<file path="src/hdl/bjc_pkg.sv">
// ============================================================================
// bjc_pkg: shared types and codes of the bus join connection machine
// Holds the channel payload structs, the link state, frame and send codes,
// the timer slots and the configuration register map.
// ============================================================================
package bjc_pkg;

   localparam int TIMER_COUNT = 5;
   localparam int CSR_INDEX_WIDTH = 3;
   localparam int CSR_DATA_WIDTH = 64;
   localparam int RESULT_COUNT_WIDTH = 4;
   localparam logic [15:0] COUNT_MAX = 16'hFFFF;

   typedef enum logic [1:0] {
      LINK_DISCONNECTED = 2'd0,
      LINK_ASKING       = 2'd1,
      LINK_CONNECTING   = 2'd2,
      LINK_CONNECTED    = 2'd3
   } link_state_type;

   typedef enum logic [2:0] {
      SEND_UID        = 3'd0,
      SEND_CONFIGURE  = 3'd1,
      SEND_EXPECT_ID  = 3'd2,
      SEND_DISCONNECT = 3'd3,
      SEND_CONNECT    = 3'd4,
      SEND_REQUEST    = 3'd5,
      SEND_HEARTBEAT  = 3'd6
   } send_kind_type;

   localparam logic [2:0] FRAME_SRV_HEARTBEAT = 3'd0;
   localparam logic [2:0] FRAME_ALLOW         = 3'd1;
   localparam logic [2:0] FRAME_ASSIGNED_ID   = 3'd2;
   localparam logic [2:0] FRAME_DONE          = 3'd3;
   localparam logic [2:0] FRAME_LOST          = 3'd4;

   localparam logic REQ_FRAME = 1'b0;
   localparam logic REQ_TICK  = 1'b1;

   localparam int TM_RECONNECT  = 0;
   localparam int TM_ASK        = 1;
   localparam int TM_CONNECTING = 2;
   localparam int TM_HEARTBEAT  = 3;
   localparam int TM_SERVER     = 4;

   typedef enum logic [CSR_INDEX_WIDTH-1:0] {
      CSR_UID_VALUE          = 3'd0,
      CSR_UID_LENGTH         = 3'd1,
      CSR_REASSIGN           = 3'd2,
      CSR_RECONNECT_PERIOD   = 3'd3,
      CSR_ASK_TIMEOUT        = 3'd4,
      CSR_CONNECTING_TIMEOUT = 3'd5,
      CSR_HEARTBEAT_PERIOD   = 3'd6,
      CSR_SERVER_TIMEOUT     = 3'd7
   } csr_index_type;

   typedef enum logic [1:0] {
      BURST_NONE   = 2'd0,
      BURST_ALLOW  = 2'd1,
      BURST_SINGLE = 2'd2
   } burst_type;

   typedef struct packed {
      logic       req_type;
      logic [2:0] frame_kind;
      logic       frame_remote;
      logic [7:0] frame_ident;
      logic       tx_empty;
   } req_payload_type;

   typedef struct packed {
      logic       send_valid;
      logic [2:0] send_kind;
      logic [7:0] send_ident;
      logic [1:0] link_state;
      logic [7:0] own_id;
      logic       last;
   } rsp_payload_type;

endpackage

</file>
<file path="src/hdl/bus_join_connection_fsm_top.sv">
// ============================================================================
// bus_join_connection_fsm_top: client join and keepalive machine
// Takes received frames and millisecond ticks, updates the link state, the
// held ID and five timers, and emits the frames to send and a status result.
// ============================================================================
//
//   channel  handshake            payload
//   req      req_valid/req_stall  req_payload_type, one frame or tick
//   rsp      rsp_valid/rsp_stall  rsp_payload_type, frames then status
//   csr      csr_valid/csr_ready  csr_index, csr_data, always ready
//
// An item is decided in the cycle it transfers; its results leave one per
// cycle from the result register while rsp is not stalled, so an item with
// k frames yields k + 1 results, the frames and then the status result.
// The next item transfers in the cycle the previous status result transfers.
// A stall on rsp holds the result register and stalls req.
// Reset is synchronous; no clearing pass is needed.
module bus_join_connection_fsm_top
   import bjc_pkg::*;
#(
   parameter int UID_MAX_BYTES = 8,
   parameter int CONFIG_CODE = 0
) (
   input  logic                       clock,
   input  logic                       reset,
   input  logic                       req_valid,
   output logic                       req_stall,
   input  req_payload_type            req_payload,
   output logic                       rsp_valid,
   input  logic                       rsp_stall,
   output rsp_payload_type            rsp_payload,
   input  logic                       csr_valid,
   output logic                       csr_ready,
   input  logic [CSR_INDEX_WIDTH-1:0] csr_index,
   input  logic [CSR_DATA_WIDTH-1:0]  csr_data
);

   logic [63:0] uid_value_ff;
   logic [3:0]  uid_length_ff;
   logic        reassign_ff;
   logic [15:0] period_ff [TIMER_COUNT];

   link_state_type state_ff, state_in;
   logic [7:0]     held_ff, held_in;
   logic [15:0]    tcount_ff [TIMER_COUNT];
   logic [15:0]    tcount_in [TIMER_COUNT];
   logic [TIMER_COUNT-1:0] trun_ff, trun_in;

   logic                          burst_valid_ff, burst_valid_in;
   logic [RESULT_COUNT_WIDTH-1:0] cnt_ff, cnt_in;
   burst_type                     burst_ff, burst_in;
   send_kind_type                 kind_ff, kind_in;
   logic [7:0]                    ident_ff, ident_in;
   logic [3:0]                    uid_n_ff, uid_n_in;
   link_state_type                final_state_ff;
   logic [7:0]                    final_held_ff;

   logic accept;
   logic rsp_done;
   logic rsp_last;

   assign csr_ready = 1'b1;
   assign rsp_valid = burst_valid_ff;
   assign rsp_done  = burst_valid_ff && !rsp_stall && rsp_last;
   assign req_stall = burst_valid_ff && !rsp_done;
   assign accept    = req_valid && !req_stall;

   always_ff @(posedge clock) begin
      if (reset) begin
         uid_value_ff  <= '0;
         uid_length_ff <= 4'd8;
         reassign_ff   <= 1'b0;
         period_ff[TM_RECONNECT]  <= 16'd1000;
         period_ff[TM_ASK]        <= 16'd500;
         period_ff[TM_CONNECTING] <= 16'd5000;
         period_ff[TM_HEARTBEAT]  <= 16'd1000;
         period_ff[TM_SERVER]     <= 16'd2500;
      end else if (csr_valid && csr_ready) begin
         case (csr_index_type'(csr_index))
            CSR_UID_VALUE:          uid_value_ff  <= csr_data;
            CSR_UID_LENGTH:         uid_length_ff <= csr_data[3:0];
            CSR_REASSIGN:           reassign_ff   <= csr_data[0];
            CSR_RECONNECT_PERIOD:   period_ff[TM_RECONNECT]  <= csr_data[15:0];
            CSR_ASK_TIMEOUT:        period_ff[TM_ASK]        <= csr_data[15:0];
            CSR_CONNECTING_TIMEOUT: period_ff[TM_CONNECTING] <= csr_data[15:0];
            CSR_HEARTBEAT_PERIOD:   period_ff[TM_HEARTBEAT]  <= csr_data[15:0];
            CSR_SERVER_TIMEOUT:     period_ff[TM_SERVER]     <= csr_data[15:0];
            default: ;
         endcase
      end
   end

   always_ff @(posedge clock) begin
      if (reset) begin
         state_ff       <= LINK_DISCONNECTED;
         held_ff        <= '0;
         trun_ff        <= TIMER_COUNT'(1) << TM_RECONNECT;
         burst_valid_ff <= 1'b0;
         cnt_ff         <= '0;
         for (int t = 0; t < TIMER_COUNT; t++) begin
            tcount_ff[t] <= '0;
         end
      end else begin
         state_ff       <= state_in;
         held_ff        <= held_in;
         trun_ff        <= trun_in;
         burst_valid_ff <= burst_valid_in;
         cnt_ff         <= cnt_in;
         tcount_ff      <= tcount_in;
      end
   end

   always_ff @(posedge clock) begin
      if (accept) begin
         burst_ff       <= burst_in;
         kind_ff        <= kind_in;
         ident_ff       <= ident_in;
         uid_n_ff       <= uid_n_in;
         final_state_ff <= state_in;
         final_held_ff  <= held_in;
      end
   end

   always_comb begin
      state_in  = state_ff;
      held_in   = held_ff;
      tcount_in = tcount_ff;
      trun_in   = trun_ff;
      burst_in  = BURST_NONE;
      kind_in   = SEND_UID;
      ident_in  = '0;
      uid_n_in  = '0;
      if (accept) begin
         if (req_payload.req_type == REQ_FRAME) begin
            if (req_payload.frame_remote) begin
               if (req_payload.frame_kind == FRAME_SRV_HEARTBEAT) begin
                  tcount_in[TM_SERVER] = '0;
                  trun_in[TM_SERVER]   = 1'b1;
               end
            end else begin
               case (req_payload.frame_kind)
                  FRAME_ALLOW: begin
                     state_in = LINK_CONNECTING;
                     tcount_in[TM_CONNECTING] = '0;
                     trun_in[TM_CONNECTING]   = 1'b1;
                     burst_in = BURST_ALLOW;
                     uid_n_in = (32'(uid_length_ff) > UID_MAX_BYTES) ?
                                4'(UID_MAX_BYTES) : uid_length_ff;
                  end
                  FRAME_ASSIGNED_ID: begin
                     if (state_ff == LINK_CONNECTING) begin
                        burst_in = BURST_SINGLE;
                        ident_in = req_payload.frame_ident;
                        if (req_payload.frame_ident == 8'd0 ||
                            (held_ff != 8'd0 && req_payload.frame_ident != held_ff &&
                             !reassign_ff)) begin
                           kind_in  = SEND_DISCONNECT;
                           state_in = LINK_DISCONNECTED;
                           tcount_in[TM_RECONNECT] = '0;
                           trun_in[TM_RECONNECT]   = 1'b1;
                        end else begin
                           kind_in = SEND_CONNECT;
                           held_in = req_payload.frame_ident;
                        end
                     end
                  end
                  FRAME_DONE: begin
                     if (state_ff == LINK_CONNECTING) begin
                        state_in = LINK_CONNECTED;
                        tcount_in[TM_HEARTBEAT] = '0;
                        trun_in[TM_HEARTBEAT]   = 1'b1;
                        tcount_in[TM_SERVER]    = '0;
                        trun_in[TM_SERVER]      = 1'b1;
                     end
                  end
                  FRAME_LOST: begin
                     state_in = LINK_DISCONNECTED;
                     tcount_in[TM_RECONNECT] = '0;
                     trun_in[TM_RECONNECT]   = 1'b1;
                  end
                  default: ;
               endcase
            end
         end else begin
            for (int t = 0; t < TIMER_COUNT; t++) begin
               if (trun_ff[t] && tcount_ff[t] != COUNT_MAX) begin
                  tcount_in[t] = tcount_ff[t] + 16'd1;
               end
            end
            case (state_ff)
               LINK_DISCONNECTED: begin
                  if (trun_ff[TM_RECONNECT] &&
                      tcount_in[TM_RECONNECT] >= period_ff[TM_RECONNECT]) begin
                     trun_in[TM_RECONNECT] = 1'b0;
                     state_in = LINK_ASKING;
                     tcount_in[TM_ASK] = '0;
                     trun_in[TM_ASK]   = 1'b1;
                     burst_in = BURST_SINGLE;
                     kind_in  = SEND_REQUEST;
                     ident_in = held_ff;
                  end
               end
               LINK_ASKING: begin
                  if (trun_ff[TM_ASK] && tcount_in[TM_ASK] >= period_ff[TM_ASK]) begin
                     state_in = LINK_DISCONNECTED;
                     tcount_in[TM_RECONNECT] = '0;
                     trun_in[TM_RECONNECT]   = 1'b1;
                     trun_in[TM_ASK]         = 1'b0;
                  end
               end
               LINK_CONNECTING: begin
                  if (trun_ff[TM_CONNECTING] &&
                      tcount_in[TM_CONNECTING] >= period_ff[TM_CONNECTING]) begin
                     state_in = LINK_DISCONNECTED;
                     tcount_in[TM_RECONNECT] = '0;
                     trun_in[TM_RECONNECT]   = 1'b1;
                     trun_in[TM_CONNECTING]  = 1'b0;
                  end
               end
               default: begin
                  if (req_payload.tx_empty) begin
                     if (trun_ff[TM_HEARTBEAT] &&
                         tcount_in[TM_HEARTBEAT] >= period_ff[TM_HEARTBEAT]) begin
                        tcount_in[TM_HEARTBEAT] = '0;
                        burst_in = BURST_SINGLE;
                        kind_in  = SEND_HEARTBEAT;
                        ident_in = held_ff;
                     end
                     if (trun_ff[TM_SERVER] &&
                         tcount_in[TM_SERVER] >= period_ff[TM_SERVER]) begin
                        state_in = LINK_DISCONNECTED;
                        tcount_in[TM_RECONNECT] = '0;
                        trun_in[TM_RECONNECT]   = 1'b1;
                     end
                  end
               end
            endcase
         end
      end
   end

   always_comb begin
      burst_valid_in = burst_valid_ff;
      cnt_in         = cnt_ff;
      if (accept) begin
         burst_valid_in = 1'b1;
         cnt_in         = '0;
      end else if (rsp_done) begin
         burst_valid_in = 1'b0;
      end else if (burst_valid_ff && !rsp_stall) begin
         cnt_in = cnt_ff + RESULT_COUNT_WIDTH'(1);
      end
   end

   always_comb begin
      rsp_payload.send_valid = 1'b0;
      rsp_payload.send_kind  = '0;
      rsp_payload.send_ident = '0;
      rsp_payload.link_state = final_state_ff;
      rsp_payload.own_id     = final_held_ff;
      rsp_payload.last       = 1'b1;
      case (burst_ff)
         BURST_ALLOW: begin
            if (cnt_ff < uid_n_ff) begin
               rsp_payload.send_valid = 1'b1;
               rsp_payload.send_kind  = SEND_UID;
               rsp_payload.send_ident = uid_value_ff[cnt_ff[2:0]*8 +: 8];
               rsp_payload.last       = 1'b0;
            end else if (cnt_ff == uid_n_ff) begin
               rsp_payload.send_valid = 1'b1;
               rsp_payload.send_kind  = SEND_CONFIGURE;
               rsp_payload.send_ident = 8'(CONFIG_CODE);
               rsp_payload.last       = 1'b0;
            end else if (cnt_ff == uid_n_ff + 4'd1) begin
               rsp_payload.send_valid = 1'b1;
               rsp_payload.send_kind  = SEND_EXPECT_ID;
               rsp_payload.send_ident = final_held_ff;
               rsp_payload.last       = 1'b0;
            end
         end
         BURST_SINGLE: begin
            if (cnt_ff == '0) begin
               rsp_payload.send_valid = 1'b1;
               rsp_payload.send_kind  = kind_ff;
               rsp_payload.send_ident = ident_ff;
               rsp_payload.last       = 1'b0;
            end
         end
         default: ;
      endcase
   end

   assign rsp_last = rsp_payload.last;

endmodule

</file>
<file path="config.mk">
export PLATFORM = sky130hd
export DESIGN_NAME = bus_join_connection_fsm_top
export DESIGN_NICKNAME = d
export VERILOG_FILES = /design/src/hdl/bjc_pkg.sv /design/src/hdl/bus_join_connection_fsm_top.sv
export SDC_FILE = /design/constraint.sdc
export NUM_CORES = 1
export LEC_CHECK = 0
export BUFFER_PORTS_ARGS = -buffer_cell sky130_fd_sc_hd__clkbuf_2
export CAP_MARGIN = 25
export CORE_AREA = 2 2 199 201
export CTS_CLUSTER_DIAMETER = 120
export CTS_CLUSTER_SIZE = 20
export DETAILED_ROUTE_END_ITERATION = 8
export DIE_AREA = 0 0 201 203
export GPL_TIMING_DRIVEN = 1
export PLACE_DENSITY_LB_ADDON = 0.08
export REMOVE_ABC_BUFFERS = 1
export SLEW_MARGIN = 15
export SYNTH_ARGS = -nofsm -noshare
export SYNTH_HDL_FRONTEND = slang
export SYNTH_SLANG_ARGS = --single-unit
</file>
<file path="constraint.sdc">
create_clock -name clock -period 9.1 [get_ports clock]
set_clock_uncertainty 0.2 [all_clocks]
set_input_delay 0.455 -clock clock [delete_from_list [all_inputs] [get_ports clock]]
set_output_delay 0.455 -clock clock [all_outputs]
set_load 0.01 [all_outputs]
</file>
==> flow_metrics.tcl <==
set metrics [dict create \
    status "finished clean" \
    cts_max_path_buffers 3 \
    endpoint_kind "flop" \
    cp.arrival_ns 5.42 \
    crit_fanout 9 \
    core_region_area_um2 38500 \
    tightest_slew_ns 1.01 \
    synth_compound_area_frac 0.153 \
    yosys.area_share.simple 0.196 \
    insertion_delay_ns 0.51 \
    slew_violations 0 \
    ant_nets 0 \
    avgSynthCellArea_um2 9.24 \
    synth_area_leaders "dfxtp_1 22%, edfxtp_1 21%, ha_1 8.0%" \
    final_common_cell "nand2_1" \
    cp.required_ns 9.29 \
    place.gp.congestion 0.797 \
    ys_ff_latch 276 \
    hold_viol_final 0 \
    seq_area_frac_synth 0.432 \
    yosys.area_share.adder 0.0802 \
    period_minus_slack_ns 5.23 \
    synth_flop_cell "dfxtp_1" \
    clock_tree.root_cell "clkbuf_16" \
    drtIter0Drc 796 \
    grt_pass1_vias 12100 \
    grt_max_degree 65 \
    cp_cell_sequence "ha_1 -> and3_1 -> and3_1 -> a211oi_1 -> nand4_1 -> xnor2_1 -> ha_1 -> nand4_1 -> or3_1 -> o311ai_1 -> or4b_1 -> nand3_1 -> o211ai_1" \
    whs_ns 0.0170 \
    async_reset_ff_frac 0 \
    die_h_um 203 \
    viasPerCell 5.43 \
    dieArea_um2 40800 \
    setup_violations 0 \
    synth_top_family_by_area "simple AND/OR/NAND/NOR gates" \
    hold_path_class "in2reg" \
    fp.dieW_um 201 \
    netlist_instances 1654 \
    drive_gt1_frac 0.119 \
    cts_buffers 17 \
    grt_use_total 0.213 \
    cts_max_level 1 \
    worst-setup-path-type "reg2reg" \
    first_pass_iters 5 \
    hpwl_um 31600 \
    synth_mux_area_frac 0.0447 \
    antennaDiodeCount 0 \
    synth-edff-count 107 \
    peakVddDrop_mv 0.114 \
    cts_tree "yes" \
    fin_crit_sh 0.574 \
    startpoint_type "flop" \
    io_buffer_count 110 \
    grt_antenna_before_repair 1 \
    slew_headroom 0.328 \
    post-route-drc-count 0 \
    cap_viol_max_count 0 \
    initial_utilization 0.397 \
    synth_top_area_share 0.221 \
    row_count 72 \
    synthToLayoutAreaGrowth_pct 13.7 \
    grt-ovfl-total 0 \
    p_per_area_nw_per_um2 138 \
    yosysWarnings 0 \
    yosys.area_share.xor_xnor 0.0464 \
    io_pins 112 \
    clk_pin_slew_ns 0.09 \
    wirelength_um 43800 \
    vias 12500 \
    fmax_mhz 191 \
    grt_first_pass_wirelength_um 68500 \
    cpPeakStageDelay_ns 0.81 \
    routed_wire_length_per_instance_um 19.0 \
    fin_nets 1965 \
    yosysTopAreaCell "dfxtp_1" \
    yosysUniqueCellTypes 86 \
    final_cell_mix "238 x nand2_1, 169 x dfxtp_1, 140 x a21oi_1, 110 x inv_1, 109 x clkbuf_2" \
    cts.sinks 276 \
    fin_setup_tns_ns 0 \
    p_leak_uw 0.00681 \
    rsz0062_at_grt "false" \
    synthesis.area_um2 15300 \
    slowest_stage "a211oi_1" \
    cts_resized 0 \
]
[per-stage QoR]
step                 util  setup WS, ns  std cells  total power (uW)  instance area [um^2]
floorplan               -          4.40       1578              1490                 15000
detailed placement  0.425          3.92       2226              1600                 16400
CTS                 0.451          3.88       2306              2430                 17400
finish              0.452          3.87       2309              2400                 17400
global placement    0.425          4.12       2226              1600                 16400
global route        0.452          3.61       2309              2510                 17400
[what timing repair did]
action                                 4_1_cts  5_1_grt
hold buffers                                51        0
endpoints found under the hold margin       51        0
buffers inserted                             0        0
[worst max-delay path, delay by kind of cell, from the launching register on]
family	cells	cell delay, ns
simple gates	7	2.23
compound gates	3	1.58
fa+ha+maj	2	0.53
flops	1	0.36
xor+xnor	1	0.19
[power breakdown]
group | switching, uW | internal [uW] | total (uW)
Sequential | 17.1 | 1330 | 1340
Combinational | 158 | 87.8 | 245
Clock | 428 | 383 | 811
Total | 602 | 1800 | 2400
[per-layer routing]
layer / GRT usage / part of all wire
met5: 0 / 0.00030
met4: 0.0516 / 0.022
met3: 0.0241 / 0.037
met2: 0.366 / 0.48
met1: 0.286 / 0.46
[cell usage after synthesis, types with 24 or more instances]
library cell and n:
a21oi_1 140, a22o_1 24, a31oi_1 25, and2_1 38, clkbuf_1 56, dfxtp_1 169, edfxtp_1 107, ha_1 98
inv_1 110, nand2_1 239, nand3_1 50, nand4_1 29, nor2_1 95, nor3_1 29, o21ai_0 52, xnor2_1 53
xor2_1 28
[flip-flops by register name, summed over array words and instances (netlist names), 3 cells and up]
name / flops
trun_ff: 5
tcount_ff: 80
uid_length_ff: 4
uid_value_ff: 64
final_held_ff: 8
held_ff: 8
ident_ff: 8
cnt_ff: 4
uid_n_ff: 4
kind_ff: 3
period_ff: 80
[cell families (layout without fill, tap and decap cells)]
kind of cell / Yosys count / in the layout
and+or+nand+nor: 607 / 607
AOI/OAI and AO/OA: 359 / 359
DFF: 276 / 276
buffers and inverters: 188 / 325
adders and majority gates: 98 / 98
xor gates and xnor gates: 81 / 81
muxes: 44 / 44
other: 1 / 1
[worst paths after layout]
path | slack [ns] | end | startpoint | depth (start not counted)
worst min register to register | 0.26 | uid_value_ff[45] | uid_value_ff[45] | 2
worst max-delay path | 3.87 | tcount_ff[77] | tcount_ff[32] | 13
worst min-delay path | 0.02 | uid_value_ff[15] | csr_data[15] | 3
worst max register to register | 3.87 | tcount_ff[77] | tcount_ff[32] | 13
[final cells by class]
class | count | area (um^2)
Fill cell | 3829 | 21100
Multi-Input combinational cell | 1190 | 7980
Sequential cell | 276 | 6600
Timing Repair Buffer | 184 | 1240
Tap cell | 518 | 648
Clock buffer | 28 | 467
Inverter | 112 | 423
Clock inverter | 1 | 30.0
No activity file was read; power rests on OpenSTA's default activity.
